==> src/hw/rtl/sic_pkg.sv <==
// Shared types and constants of the segment intersection classifier.
// No dependencies; every module of the block imports this package.
`default_nettype none

package sic_pkg;

    // Width of the touch tolerance register.
    localparam int TOL_BITS = 50;

    // Number of coordinate differences formed in the first stage.
    localparam int NUM_DIFFS = 12;

    // Result codes of one classification.
    typedef enum logic [1:0] {
        KIND_NONE  = 2'd0,
        KIND_TOUCH = 2'd1,
        KIND_CROSS = 2'd2
    } t_kind;

    // Control that travels with the differences.
    typedef struct packed {
        logic valid;
        logic exact;
    } t_ctl_diff;

    // Control that travels with the products and the areas.
    // Bit order of span: B start on A, B end on A, A start on B, A end on B.
    typedef struct packed {
        logic       valid;
        logic       exact;
        logic [3:0] span;
    } t_ctl_span;

endpackage

`default_nettype wire

==> src/hw/rtl/sic_area.sv <==
// Third pipeline stage: the four doubled signed areas.
// Depends on sic_pkg for the control struct.
`default_nettype none

module sic_area #(
    parameter int COORD_BITS = 24
) (
    input  wire logic                       i_clk,
    input  wire logic                       i_rst_n,
    input  wire sic_pkg::t_ctl_span         i_ctl,
    input  wire logic signed [2*COORD_BITS+1:0] i_prod [8],
    output sic_pkg::t_ctl_span              o_ctl,
    output logic signed [2*COORD_BITS+1:0]  o_area [4]
);
    import sic_pkg::*;

    localparam int AW = 2 * COORD_BITS + 2;

    logic signed [AW-1:0] n_area [4];
    logic signed [AW-1:0] r_area [4];
    t_ctl_span            r_ctl;

    // Each area is the difference of its two terms; it cannot overflow.
    always_comb begin
        for (int k = 0; k < 4; k++) begin
            n_area[k] = i_prod[2*k] - i_prod[2*k+1];
        end
    end

    // Valid bit with reset; the payload registers load every cycle.
    always_ff @(posedge i_clk) begin
        if (!i_rst_n) begin
            r_ctl.valid <= 1'b0;
        end else begin
            r_ctl.valid <= i_ctl.valid;
        end
        r_ctl.exact <= i_ctl.exact;
        r_ctl.span  <= i_ctl.span;
        r_area      <= n_area;
    end

    assign o_ctl  = r_ctl;
    assign o_area = r_area;

endmodule

`default_nettype wire

==> config.mk <==
export PLATFORM = sky130hd
export DESIGN_NAME = sic_area
export DESIGN_NICKNAME = d
export VERILOG_FILES = /design/src/hw/rtl/sic_pkg.sv /design/src/hw/rtl/sic_area.sv
export SDC_FILE = /design/constraint.sdc
export NUM_CORES = 1
export LEC_CHECK = 0
export BUFFER_PORTS_ARGS = -buffer_cell sky130_fd_sc_hd__buf_2
export CAP_MARGIN = 20
export CORE_AREA = 2 2 238 240
export CTS_CLUSTER_SIZE = 25
export DETAILED_ROUTE_END_ITERATION = 8
export DIE_AREA = 0 0 240 242
export GPL_ROUTABILITY_DRIVEN = 1
export MAX_ROUTING_LAYER = met4
export PLACE_DENSITY = 0.59
export SLEW_MARGIN = 20
export SYNTH_ARGS = -nofsm -noshare
export SYNTH_HDL_FRONTEND = slang
export SYNTH_SLANG_ARGS = --single-unit
==> constraint.sdc <==
create_clock -name i_clk -period 3.1 [get_ports i_clk]
set_input_delay 0.31 -clock i_clk [delete_from_list [all_inputs] [get_ports i_clk]]
set_output_delay 0.31 -clock i_clk [all_outputs]
set_load 0.01 [all_outputs]
==> out/qor.yml <==
placed_design:
  io_buffers: 613
  dpl.hpwl_um: 52900
  dpl_worst_slack_ns: -0.2087
  gp_congestion: 0.9452
yosys:
  ys.flop_type: "dfxtp_1"
  yosysTopAreaCell: "dfxtp_1"
  yosysSeqAreaShare_pct: 26.17
  synth.avg_cell_area_sq_um: 7.966
  ys_warn_count: 0
  syn-instance-count: 1978
  syn_nets: 2586
  synth-seq-cells: 206
  synth_cell_types: 87
  synthTopCellsByArea: "dfxtp_1 (26%), ha_1 (16%), a21oi_1 (6.8%), xnor2_1 (6.1%), inv_1 (5.9%)"
  async_reset_ff_share_pct: 0
  synth_edf_count: 0
  synth_area_sq_um: 15760
  synth.top_cell.area_share_pct: 26.17
clock_network:
  cts_buffer_depth: 3
  path_clk_slew_ns: 0.06
  root_buffer: "clkbuf_16"
  post_cts_buffers: 0
  cts_tree: "yes"
  numCtsBuffers: 29
  htreeDepth: 1
  cts_sinks: 206
power:
  p_total_uw: 11130
  power.leakage_uw: 0.01144
  intPower_uw: 7243
  peakVddDrop_mv: 0.3867
  powerDensity_nw_per_um2: 507.3
  p_clk_share_pct: 31.0
  p_sw_uw: 3882
  combinationalPowerShare_pct: 38.1
  swShare_pct: 34.90
  p_seq_share_pct: 30.8
finish:
  final_cell_mix: "buf_2 (613), inv_1 (249), a21oi_1 (215)"
  fillCellCount: 5890
  area_growth_pct: 39.16
  final_common_cell: "buf_2"
  finalNetCount: 3344
  drive_above_1_share_pct: 31.64
  fin_util_pct: 39.35
die:
  std_cell_rows: 87
  die_area_sq_um: 58080
  io_pins: 614
  dieWidth_um: 240
  core_sq_um: 55730
  die_y_um: 242
  start_util_pct: 28.27
sta:
  max_clock_freq_mhz: 346.7
  finalCriticalPeriod_ns: 2.884
  hold_viol: 0
  min_period_over_period_pct: 93.05
  tightest_slew_ns: 0.5646
  max_slew_margin_pct: 61.97
  rsz0062_at_grt: "no"
  hold_ws_ns: 0.03696
  layout_setup_ws_ns: 0.2156
  slew_viol_final: 0
  setup_viol: 0
worst_setup_path:
  critPathKind: "in -> reg"
  cp.required_ns: 3.55
  crit_path_start_kind: "input port"
  endpoint_kind: "flip-flop"
  crit_fanout: 3
  arrival_ns: 3.34
  crit_path_max_incr_delay_ns: 0.53
  path_cells: "dlygate4sd3_1 > buf_2 > fa_1 > a211oi_2 > o21ai_0 > o211ai_1 > a21oi_1 > a31oi_2 > nor4b_2 > a311o_2 > a41oi_2 > o211ai_2 > xor2_1"
  crit_path_top_delay_cell: "dlygate4sd3_1"
hold_path:
  hold_class: "in -> reg"
grt:
  grt_max_degree: 14
  grt.overflow.total: 0
  grt_pass1_vias: 16430
  grt_use_total_pct: 20.84
  grt_pass1_wl_um: 91330
  antenna_found_initial: 22
drt:
  vias_per_cell: 4.760
  routed_wirelength_um: 61760
  vias: 16810
  wl_per_cell_um: 17.49
  dr.pass1.iters: 5
  drc: 0
  drt_iter0_markers: 667
  final_antenna_net_count: 0
status:
  outcome: "completed"
job:
  maxCapViolations: 0
flip-flops by register name, indices dropped and copies added, names as in the netlist:
name and flops:
o_ctl 6, o_area 200
Yosys cell counts, types with 4 or more instances:
cell type	n
a221o_1	4
inv_1	249
nand3_1	43
or3_1	8
fa_1	4
a221oi_1	4
or2_2	6
nand2b_1	10
o2111ai_1	4
nand2_1	133
xnor2_1	109
and3_1	23
buf_2	9
o21bai_1	38
a41oi_1	4
nand4_1	39
and2_1	13
nor3_1	25
xor2_1	73
clkbuf_1	47
a21oi_1	215
o211ai_1	11
o31a_1	7
nor2_1	97
o31ai_1	5
a2111oi_0	4
a31oi_1	28
o21ai_0	103
nor4_1	5
nor2b_1	25
o21a_1	21
dfxtp_1	206
o21ai_1	16
a211oi_1	8
ha_1	196
a21o_1	99
a21boi_0	8
metrics by stage:
stage	instance area [sq um]	cells	setup TNS (ns)
6_report	21930	3532	0
5_1_grt	21930	3531	0
4_1_cts	21850	3512	0
3_5_place_dp	20760	3449	-1.567
3_3_place_gp	20760	3449	-1.179
2_1_floorplan	15760	1978	0
path summary, 6_finish.rpt:
kind | slack, ns | cells past startpoint | from | endpoint
min | 0.04 | 2 | i_prod[51] | o_area[1]
max | 0.22 | 13 | i_prod[251] | o_area[148]
kinds of logic (layout without fill, tap and decap cells):
kind of cell	Yosys count	after routing	synth area share, %
AND/OR/NAND/NOR	445	445	13.76
adder cells (fa/ha/maj)	200	200	16.07
XOR/XNOR	182	182	10.12
flip-flops	206	206	26.17
AO/OA/AOI/OAI	635	635	26.37
other	0	20	0
multiplexers	1	1	0.07146
buffers and inverters	309	1087	7.440
power by group through the flow:
stage / combinational [uW] / sequential [uW] / clock [uW]
finish: 4240 / 3430 / 3450
global route: 4630 / 3480 / 3640
CTS: 4250 / 3440 / 3560
detailed placement: 4210 / 3490 / 0
global placement: 4220 / 3490 / 0
floorplan: 1990 / 3770 / 0
cell type report:
type | instances | area [sq um] | area share (%)
Clock buffer | 41 | 840.8 | 3.834
Clock inverter | 10 | 127.6 | 0.5820
Sequential cell | 206 | 4124 | 18.81
Multi-Input combinational cell | 1463 | 10490 | 47.83
Antenna cell | 20 | 50.05 | 0.2282
Timing Repair Buffer | 787 | 4417 | 20.14
Tap cell | 756 | 945.9 | 4.314
Inverter | 249 | 934.6 | 4.262
worst max-delay path: cells and delay by family:
family / cells / cell delay, ns
adder cells (fa/ha/maj): 1 / 0.45
XOR/XNOR: 1 / 0.15
buffers and inverters: 2 / 0.67
AO/OA/AOI/OAI: 8 / 1.65
AND/OR/NAND/NOR: 1 / 0.10
layer usage:
layer  global-route usage [%]  share of wire [%]  vias to the layer above
li1                         -                  -                     8475
met4                    7.143                3.4                        0
met3                    5.754                8.7                      103
met1                    22.59                 39                     7637
met2                    36.33                 49                      599
met5                        -                  0                        -
timing repair:
action,4_1_cts,5_1_grt
setup endpoints to repair,0,12
resized for setup,0,5
hold buffers,12,0
hold endpoints to repair,11,0
No activity file was read; power rests on OpenSTA's default activity.
