`src/hw/rtl/sic_pkg.sv`:
```
// Shared types and constants of the segment intersection classifier.
// No dependencies; every module of the block imports this package.
`default_nettype none

package sic_pkg;

    // Width of the touch tolerance register.
    localparam int TOL_BITS = 50;

    // Number of coordinate differences formed in the first stage.
    localparam int NUM_DIFFS = 12;

    // Result codes of one classification.
    typedef enum logic [1:0] {
        KIND_NONE  = 2'd0,
        KIND_TOUCH = 2'd1,
        KIND_CROSS = 2'd2
    } t_kind;

    // Control that travels with the differences.
    typedef struct packed {
        logic valid;
        logic exact;
    } t_ctl_diff;

    // Control that travels with the products and the areas.
    // Bit order of span: B start on A, B end on A, A start on B, A end on B.
    typedef struct packed {
        logic       valid;
        logic       exact;
        logic [3:0] span;
    } t_ctl_span;

endpackage

`default_nettype wire

```
`src/hw/rtl/sic_classify.sv`:
```
// Last pipeline stage: tolerance tests, sign tests and the result register.
// Depends on sic_pkg for the result codes, tolerance width and control struct.
`default_nettype none

module sic_classify #(
    parameter int COORD_BITS = 24
) (
    input  wire logic                           i_clk,
    input  wire logic                           i_rst_n,
    input  wire logic [sic_pkg::TOL_BITS-1:0]   i_tol,
    input  wire sic_pkg::t_ctl_span             i_ctl,
    input  wire logic signed [2*COORD_BITS+1:0] i_area [4],
    output logic                                o_done,
    output sic_pkg::t_kind                      o_kind
);
    import sic_pkg::*;

    localparam int AW = 2 * COORD_BITS + 2;
    localparam int CW = ((AW > TOL_BITS) ? AW : TOL_BITS) + 2;

    logic [TOL_BITS-1:0]  tol;
    logic signed [CW-1:0] tol_pos;
    logic signed [CW-1:0] tol_neg;
    logic signed [CW-1:0] area_ext [4];
    logic [3:0]           near;
    logic [3:0]           neg;
    t_kind                n_kind;
    t_kind                r_kind;
    logic                 r_done;

    // Exact mode compares against zero.
    assign tol     = i_ctl.exact ? '0 : i_tol;
    assign tol_pos = $signed({{(CW-TOL_BITS){1'b0}}, tol});
    assign tol_neg = -tol_pos;

    // Near-zero test: -tol <= area <= tol, in a width that holds both sides.
    always_comb begin
        for (int k = 0; k < 4; k++) begin
            area_ext[k] = $signed({{(CW-AW){i_area[k][AW-1]}}, i_area[k]});
            near[k]     = (area_ext[k] <= tol_pos) && (area_ext[k] >= tol_neg);
            neg[k]      = i_area[k][AW-1];
        end
    end

    // A touch wins; otherwise both sign pairs must differ for a crossing.
    always_comb begin
        if ((near & i_ctl.span) != 4'b0000) begin
            n_kind = KIND_TOUCH;
        end else if ((neg[0] != neg[1]) && (neg[2] != neg[3])) begin
            n_kind = KIND_CROSS;
        end else begin
            n_kind = KIND_NONE;
        end
    end

    // Result strobe with reset.
    always_ff @(posedge i_clk) begin
        if (!i_rst_n) begin
            r_done <= 1'b0;
        end else begin
            r_done <= i_ctl.valid;
        end
    end

    // Result payload.
    always_ff @(posedge i_clk) begin
        r_kind <= n_kind;
    end

    assign o_done = r_done;
    assign o_kind = r_kind;

endmodule

`default_nettype wire
```
`config.mk`:
```
export PLATFORM = sky130hd
export DESIGN_NAME = sic_classify
export DESIGN_NICKNAME = d
export VERILOG_FILES = /design/src/hw/rtl/sic_pkg.sv /design/src/hw/rtl/sic_classify.sv
export SDC_FILE = /design/constraint.sdc
export NUM_CORES = 1
export LEC_CHECK = 0
export BUFFER_PORTS_ARGS = -buffer_cell sky130_fd_sc_hd__buf_2
export CAP_MARGIN = 5
export CORE_MARGIN = 2
export CORE_UTILIZATION = 49
export DETAILED_ROUTE_END_ITERATION = 7
export HOLD_SLACK_MARGIN = 0.05
export PLACE_DENSITY = 0.8
export SLEW_MARGIN = 20
export SYNTH_ARGS = -nofsm -noshare
export SYNTH_HDL_FRONTEND = slang
export SYNTH_SLANG_ARGS = --single-unit
```
`constraint.sdc`:
```
create_clock -name i_clk -period 9.8 [get_ports i_clk]
set_input_delay 0 -clock i_clk [delete_from_list [all_inputs] [get_ports i_clk]]
set_output_delay 0 -clock i_clk [all_outputs]
set_load 0.02 [all_outputs]
```
==> run summary <==
Fmax: 192 MHz
Ant. Diodes: 0
Commonest non-fill, non-tap cell in the layout: ha_1
Via Count: 11800
Crit start category: primary input
Final hold viol count: 0
Synthesized area per cell: 7.88 sq um
Grt ovf: 0
Port Buffers: 260
Synthesized cell area: 10500 sq um
Final setup violation count: 0
Slowest cell delay on critical path: 0.55 ns
Post-DR wirelength/cell: 21.4 um
Post-CTS setup buffers: 0
Placed Cells: 1853
CTS H-tree lvls: 1
Period utilization: 53.3%
TritonCTS Sinks: 3
Kind of critical path: primary input to flop
Crit path cell chain: buf_2 > inv_2 > nand2_1 > ha_1 > o21ai_1 > nor2_1 > o21ai_1 > or3_1 > nor3_1 > ha_1 > nand3_1 > nor4_1 > a221oi_1 > o31ai_1 > xor2_1 > o21ai_1 > o221ai_1 > o2111ai_2 > nand2b_1
Die width: 150 um
Area share of fa/ha/maj cells after synthesis: 47.0%
Post-Synth XOR/XNOR Area: 4.00%
VDD IR-drop max: 0.0357 mV
Tightest Pin Transition: 0.985 ns
Master of the slowest instance on the critical path: buf_2
Clock Pin Slew Worst Setup and Hold Paths: 0.04 ns
Num rows: 53
Router iterations before antenna repair: 5
Area of the multi-input gates: 10200 sq um
Largest family of logic cells by synthesized area: adder cells
Synth Flop Type: dfxtp_1
Most frequent cells in the layout: 393 x ha_1, 260 x buf_2, 124 x nand2_1, 108 x a21oi_1, 93 x a21o_1
First-pass GRT wire length: 60200 um
Synth Area in Compound Gates: 24.5%
Ports: 261
DR iter-0 viols: 841
Initial Util: 50.0%
Post-route ant nets: 0
Fin nets: 2236
Area leader, netlist: ha_1
Register area: 60.1 sq um
Post-Syn Instances: 1332
Syn-to-layout area delta: 16.1%
DR DRC count: 0
All-layer global routing usage: 34.2%
EDFF count, synth: 0
Core ar.: 21000 sq um
Most used cell along the critical path: o21ai_1
DR vias/cell: 6.37
Critical Path End Type: flop
Routed WL: 39700 um
Slew Limit Fails: 0
Slew margin rel.: 33.7%
CTS resizes: 0
Yosys warning count: 0
TritonCTS clock tree: done
Fin crit period: 5.22 ns
Post-synthesis simple-gate area fraction: 21.9%
Crit path DAT: 5.33 ns
Pin count of the biggest net entering global routing: 53
P per Cell Area: 54.9 nW/um^2
Worst hold path class: primary input to flop
CTS Root Buffer Type: clkbuf_16
Mux contribution to synthesized area: 0.0953%
TritonCTS buffer count: 3
RSZ-0062 raised after global routing: false
#FFs+latches synth: 3
Critical Path RT: 9.91 ns
Layout cell share with drive strength beyond 1: 17.9%
FFs w/ async S/R, synth: 0%
Top area cells in the synthesized netlist: ha_1 47%, a21o_1 6.6%, a21oi_1 5.1%
Die ar.: 22600 sq um
Crit-path max FO: 34
Max_cap viols: 0
Yosys top cell area share: 46.8%
Final setup TNS: 0 ns
Synthesized net count: 1983
Register area share after synthesis: 0.572%
Vias in the first global route: 11400
Initial antenna violation count: 0
Max Root-Sink Buffers: 2
Die height: 150 um
Outcome: complete, no violations
Non-Filler Instances: 1859
Static Leak: 6.17 nW
Fill cell count: 1991
DP HPWL: 35500 um
Netlist cell types: 72
Routability cong.: 0.986
-- path summary, 6_finish.rpt --
path	start	to	slack [ns]	cells after the start
worst max-delay path	i_ctl[4]	o_kind[0]	4.58	19
worst min-delay path	i_ctl[1]	o_kind[1]	0.15	4
-- where the power goes --
group | internal (mW) | switching [mW] | total [mW]
Clock | 0.0542 | 0.0159 | 0.0700
Sequential | 0.0138 | 0.00176 | 0.0156
Combinational | 0.242 | 0.342 | 0.584
-- final cells by class --
cell class,count,area share [%]
clock buffer,4,0.647
inverter,34,1.05
multi-input combinational,1280,84.1
sequential,3,0.493
tap,275,2.82
timing repair buffer,263,10.9
-- metrics by stage --
step | hold WS [ns] | utilization (%) | total power [mW] | instance area [sq um] | worst slack [ns]
2_1_floorplan | 0.122 | - | 0.371 | 10500 | 5.44
3_3_place_gp | 0.198 | 57.5 | 0.570 | 12100 | 4.72
3_5_place_dp | 0.218 | 57.5 | 0.582 | 12100 | 4.51
4_1_cts | 0.138 | 58.0 | 0.657 | 12200 | 4.73
5_1_grt | 0.157 | 58.0 | 0.739 | 12200 | 4.18
6_report | 0.149 | 58.0 | 0.670 | 12200 | 4.58
-- critical path, delay by kind of cell --
family	cells	cell delay, ns
and+or+nand+nor	7	2.20
buffers and inverters	2	0.84
adders and majority gates	2	0.62
AOI/OAI and AO/OA	7	1.44
xor gates and xnor gates	1	0.20
-- synth_stat cells, types with 5 or more instances --
master,count
a21o_1,93
a31oi_1,15
nand2b_1,6
nor2_1,82
and3_1,8
a2111oi_0,5
xor2_1,19
a211oi_1,14
nor2b_1,19
nor4_1,16
o211ai_1,11
and4_1,8
nand4_1,75
o22ai_1,9
nand2_1,124
nor3_1,32
o21a_1,14
ha_1,393
clkbuf_1,12
or3_1,8
nand3_1,40
a221oi_1,9
xnor2_1,29
inv_1,34
o21ai_0,62
a21oi_1,108
o31ai_1,7
-- routing by layer --
metal	vias up	routed length (um)	GRT usage, %
met2	600	17300	55.5
met3	111	3520	4.48
met5	-	0	0
met4	0	2100	16.8
met1	5368	16800	44.5
li1	5768	-	-
-- flip-flops by register name (all words and copies together) (netlist names) --
register	cells
o_kind	2
o_done	1
-- cells by family (layout without fill, tap and decap cells) --
| kind of cell | count (synthesis) | after routing |
|---|---|---|
| simple gates | 444 | 444 |
| compound gates | 392 | 392 |
| flops | 3 | 3 |
| fa+ha+maj | 395 | 395 |
| xor+xnor | 48 | 48 |
| mux | 1 | 1 |
| buf+inv | 49 | 301 |
-- repair_timing --
item | CTS | global route
hold endpoints to repair | 1 | 0
setup endpoints to repair | 0 | 0
hold buffers | 2 | 0
No activity file was read; power rests on OpenSTA's default activity.
