--- config.mk ---
export PLATFORM = sky130hd
export DESIGN_NAME = sic_diff
export DESIGN_NICKNAME = d
export VERILOG_FILES = /design/src/hw/rtl/sic_pkg.sv /design/src/hw/rtl/sic_diff.sv
export SDC_FILE = /design/constraint.sdc
export NUM_CORES = 1
export LEC_CHECK = 0
export BUFFER_PORTS_ARGS = -buffer_cell sky130_fd_sc_hd__buf_4
export CORE_MARGIN = 2
export CORE_UTILIZATION = 49
export DETAILED_ROUTE_END_ITERATION = 7
export PLACE_DENSITY = 0.77
export SKIP_LAST_GASP = 1
export SYNTH_ARGS = -nofsm -noshare
export SYNTH_HDL_FRONTEND = slang
export SYNTH_SLANG_ARGS = --single-unit
export TNS_END_PERCENT = 50
--- constraint.sdc ---
create_clock -name i_clk -period 2.7 [get_ports i_clk]
set_input_delay 0.27 -clock i_clk [delete_from_list [all_inputs] [get_ports i_clk]]
set_output_delay 0.27 -clock i_clk [all_outputs]
set_load 0.01 [all_outputs]
--- src/hw/rtl/sic_pkg.sv ---
// Shared types and constants of the segment intersection classifier.
// No dependencies; every module of the block imports this package.
`default_nettype none

package sic_pkg;

    // Width of the touch tolerance register.
    localparam int TOL_BITS = 50;

    // Number of coordinate differences formed in the first stage.
    localparam int NUM_DIFFS = 12;

    // Result codes of one classification.
    typedef enum logic [1:0] {
        KIND_NONE  = 2'd0,
        KIND_TOUCH = 2'd1,
        KIND_CROSS = 2'd2
    } t_kind;

    // Control that travels with the differences.
    typedef struct packed {
        logic valid;
        logic exact;
    } t_ctl_diff;

    // Control that travels with the products and the areas.
    // Bit order of span: B start on A, B end on A, A start on B, A end on B.
    typedef struct packed {
        logic       valid;
        logic       exact;
        logic [3:0] span;
    } t_ctl_span;

endpackage

`default_nettype wire

--- src/hw/rtl/sic_diff.sv ---
// First pipeline stage: coordinate differences of the segment pair.
// Depends on sic_pkg for the difference count and the control struct.
`default_nettype none

module sic_diff #(
    parameter int COORD_BITS = 24
) (
    input  wire logic                         i_clk,
    input  wire logic                         i_rst_n,
    input  wire logic                         i_valid,
    input  wire logic                         i_exact,
    input  wire logic signed [COORD_BITS-1:0] i_a_start_x,
    input  wire logic signed [COORD_BITS-1:0] i_a_start_y,
    input  wire logic signed [COORD_BITS-1:0] i_a_end_x,
    input  wire logic signed [COORD_BITS-1:0] i_a_end_y,
    input  wire logic signed [COORD_BITS-1:0] i_b_start_x,
    input  wire logic signed [COORD_BITS-1:0] i_b_start_y,
    input  wire logic signed [COORD_BITS-1:0] i_b_end_x,
    input  wire logic signed [COORD_BITS-1:0] i_b_end_y,
    output sic_pkg::t_ctl_diff                o_ctl,
    output logic signed [COORD_BITS:0]        o_diff [sic_pkg::NUM_DIFFS]
);
    import sic_pkg::*;

    localparam int DW = COORD_BITS + 1;

    logic signed [DW-1:0] n_diff [NUM_DIFFS];
    logic signed [DW-1:0] r_diff [NUM_DIFFS];
    t_ctl_diff            r_ctl;

    // Sign-extended difference of two coordinates, one bit wider.
    function automatic logic signed [DW-1:0] sub_ext(
        input logic signed [COORD_BITS-1:0] a,
        input logic signed [COORD_BITS-1:0] b
    );
        logic [DW-1:0] ea;
        logic [DW-1:0] eb;
        ea = {a[COORD_BITS-1], a};
        eb = {b[COORD_BITS-1], b};
        return $signed(ea - eb);
    endfunction

    // Segment A direction and the B endpoints relative to the A start.
    // Then segment B direction and the A endpoints relative to the B start.
    always_comb begin
        n_diff[0]  = sub_ext(i_a_end_x,   i_a_start_x);
        n_diff[1]  = sub_ext(i_a_end_y,   i_a_start_y);
        n_diff[2]  = sub_ext(i_b_start_x, i_a_start_x);
        n_diff[3]  = sub_ext(i_b_start_y, i_a_start_y);
        n_diff[4]  = sub_ext(i_b_end_x,   i_a_start_x);
        n_diff[5]  = sub_ext(i_b_end_y,   i_a_start_y);
        n_diff[6]  = sub_ext(i_b_end_x,   i_b_start_x);
        n_diff[7]  = sub_ext(i_b_end_y,   i_b_start_y);
        n_diff[8]  = sub_ext(i_a_start_x, i_b_start_x);
        n_diff[9]  = sub_ext(i_a_start_y, i_b_start_y);
        n_diff[10] = sub_ext(i_a_end_x,   i_b_start_x);
        n_diff[11] = sub_ext(i_a_end_y,   i_b_start_y);
    end

    // Valid bit with reset; the payload registers load every cycle.
    always_ff @(posedge i_clk) begin
        if (!i_rst_n) begin
            r_ctl.valid <= 1'b0;
        end else begin
            r_ctl.valid <= i_valid;
        end
        r_ctl.exact <= i_exact;
        r_diff      <= n_diff;
    end

    assign o_ctl  = r_ctl;
    assign o_diff = r_diff;

endmodule

`default_nettype wire

==> results.json <==
{
  "drc": 0,
  "synthTopCellsByCount": "dfxtp_1 (300), ha_1 (288), a21oi_1 (234)",
  "worstSetupStartpointType": "input port",
  "cts_tree": "built",
  "total_power_mw": 17.7,
  "grt_pass1_wl_um": 112000,
  "whs_path_depth": 3,
  "fin_crit_sh": 0.897,
  "drv_slew": 0,
  "clkTransAtPathRegs_ns": 0.06,
  "tightest_slew_ns": 0.536,
  "nets": 3566,
  "yosysMostFrequentCell": "dfxtp_1",
  "dieArea_mm2": 0.0424,
  "synth.cell_area_mm2": 0.0200,
  "gr-total-overflow": 0,
  "synth.avg_cell_area_um2": 8.63,
  "hold_slack_ns": 0.0367,
  "root_buffer": "clkbuf_16",
  "syn_inst": 2313,
  "cp.arrival_ns": 2.84,
  "synthMuxAreaShare": 0.00100,
  "setup_viol": 0,
  "ir_worst_vdd_v": 0.000490,
  "wire_per_inst_um": 21.0,
  "crit_path_start": "i_a_start_y[2]",
  "h-tree-depth": 2,
  "firstDrtPassIters": 5,
  "ys_seq_elements": 300,
  "synth-main-ff-cell": "dfxtp_1",
  "min_to": "o_diff[250]$_DFF_P_",
  "yosysTopAreaCellShare": 0.301,
  "fin_crit_ns": 2.42,
  "max_freq_ghz": 0.413,
  "layout-drive-gt1-share": 0.279,
  "boundaryPins": 498,
  "yosysTopAreaCell": "dfxtp_1",
  "synthesis.nets": 2809,
  "row_count": 73,
  "die_x_um": 206,
  "gr-usage-all-layers": 0.348,
  "yosysWarnings": 0,
  "p_leak_nw": 14.0,
  "stdcell_area_mm2": 0.0275,
  "ant_nets": 0,
  "critical_path_required_ns": 3.12,
  "synth_compound_area_frac": 0.242,
  "yosysSeqAreaShare": 0.301,
  "critPathMaxFanout": 4,
  "synth_edf_count": 0,
  "yosysUniqueCellTypes": 80,
  "hold_viol": 0,
  "wl_um": 76100,
  "port_buffers": 497,
  "hold_start": "i_a_start_y[0]",
  "synth_simple_gate_area_frac": 0.115,
  "antenna_found_initial": 3,
  "grt_max_degree": 15,
  "power.density_mw_per_mm2": 644,
  "finalWorstSetupSlack_ns": 0.277,
  "initialDrtViolationCount": 1395,
  "outcome": "finished, final reports clean",
  "cts.sinks": 300,
  "num_vias": 20300,
  "gp_congestion": 1.00,
  "placed_area_mm2": 0.0262,
  "finalSetupTns_ns": 0,
  "cts_buffers": 35,
  "start_util": 0.499,
  "synth_xor_xnor_area_share": 0.102,
  "nFillCells": 3259,
  "clockBufferDepth": 3,
  "yosys-top-cells-area": "dfxtp_1 (30%), ha_1 (18%), xnor2_1 (7.0%), a21oi_1 (5.9%), a21o_1 (5.4%)",
  "dieHeight_um": 206,
  "max_cap_violations": 0,
  "viasPerCell": 5.60,
  "cp-end-kind": "flip-flop",
  "rsz0062_at_grt": "false",
  "min_path_type": "input port to flip-flop",
  "cts_setup_buffers": 0,
  "pre_cts_ws_ns": -0.278,
  "slew_headroom": 0.634,
  "synthAdderAreaFrac": 0.193,
  "async_reset_ff_frac": 0,
  "grt_pass1_vias": 20200,
  "area_growth_pct": 37.5,
  "synth_top_family_by_area": "compound AO/OA/AOI/OAI gates",
  "crit_type": "input port to flip-flop",
  "dp_hpwl_um": 64200,
  "coreArea_mm2": 0.0400
}
-- worst max-delay path by stage --
stage,endpoint,slack (ns),cells after the start
detailed placement,o_diff[69]$_DFF_P_,-0.28,15
global route,o_diff[271]$_DFF_P_,0.13,12
finish,o_diff[69]$_DFF_P_,0.28,15
floorplan,o_diff[47]$_DFF_P_,0.18,12
global placement,o_diff[297]$_DFF_P_,-0.25,12
CTS,o_diff[69]$_DFF_P_,0.29,15
-- state kept, by name, summed over array words and instances, names as in the netlist --
signal	cells
o_ctl	2
o_diff	298
-- critical path, stage by stage --
cell and delay [ns]:
buf_4 0.08, inv_1 0.06, buf_4 0.14, ha_1 0.32
buf_4 0.15, o21ai_1 0.10, a21boi_0 0.16, o21ai_0 0.31
a21oi_1 0.17, buf_4 0.17, a21oi_1 0.16, o21ai_0 0.10
buf_4 0.14, a21boi_0 0.36, xnor2_1 0.15
-- final cells by class --
cell class	count	area, um^2	area share
Multi-Input combinational cell	1767	13000	0.474
Sequential cell	300	6010	0.219
Timing Repair Buffer	778	5850	0.213
Clock buffer	41	951	0.0346
Inverter	188	706	0.0257
Tap cell	525	657	0.0239
Clock inverter	18	253	0.00921
Antenna cell	3	7.51	0.000273
-- cell families after synthesis --
kind of cell | after synthesis
compound gates | 752
flops | 300
fa+ha+maj | 300
simple gates | 480
mux | 2
xor+xnor | 233
buf+inv | 246
-- per-layer routing --
layer	global-route usage	part of all wire	wire, um	up-vias
li1	-	-	-	9637
met1	0.429	0.41	31100	9548
met2	0.590	0.46	35200	888
met3	0.0631	0.079	5990	186
met4	0.158	0.049	3730	0
met5	0	0	0	-
-- report_power, final --
group	switching, mW	internal (mW)
clock	1.99	3.09
sequential	0.497	5.40
combinational	3.44	3.25
total	5.94	11.7
-- per-stage QoR --
stage | utilization | cells
finish | 0.686 | 3620
global route | 0.686 | 3620
global placement | 0.655 | 3554
CTS | 0.686 | 3617
detailed placement | 0.655 | 3554
floorplan | - | 2313
-- cell usage in the layout (no fill, tap or decap), types with 5 or more instances in the layout --
cell type	synthesis	routed
a21o_1	143	143
o21a_1	36	36
a21oi_1	234	234
nor2b_1	50	50
a221o_1	6	6
ha_1	288	288
and2_1	8	8
inv_1	188	188
o21ai_1	23	23
clkinv_2	0	8
o21ai_0	138	138
clkbuf_16	0	37
xnor2_1	160	160
a41oi_1	5	5
a211oi_1	13	13
nor3_1	20	20
and3_1	12	12
a21boi_0	8	8
o31a_1	8	8
nand2_1	117	117
a21boi_1	8	8
bufinv_16	0	6
o22ai_1	5	5
dfxtp_1	300	300
nor2_1	151	151
nand2b_1	30	30
nand3_1	38	38
or2_2	8	8
nand4_1	29	29
o211ai_1	5	5
a31oi_1	22	22
fa_1	12	12
o21bai_1	28	28
xor2_1	73	73
buf_4	2	774
o31ai_1	10	10
a21oi_2	7	7
-- timing repair --
action                                  in CTS  in global routing
hold buffers                                 4                  0
endpoints found under the setup margin       0                  0
endpoints found under the hold margin        3                  0
resized for setup                            0                  0
(Power assumes the default switching activity.)
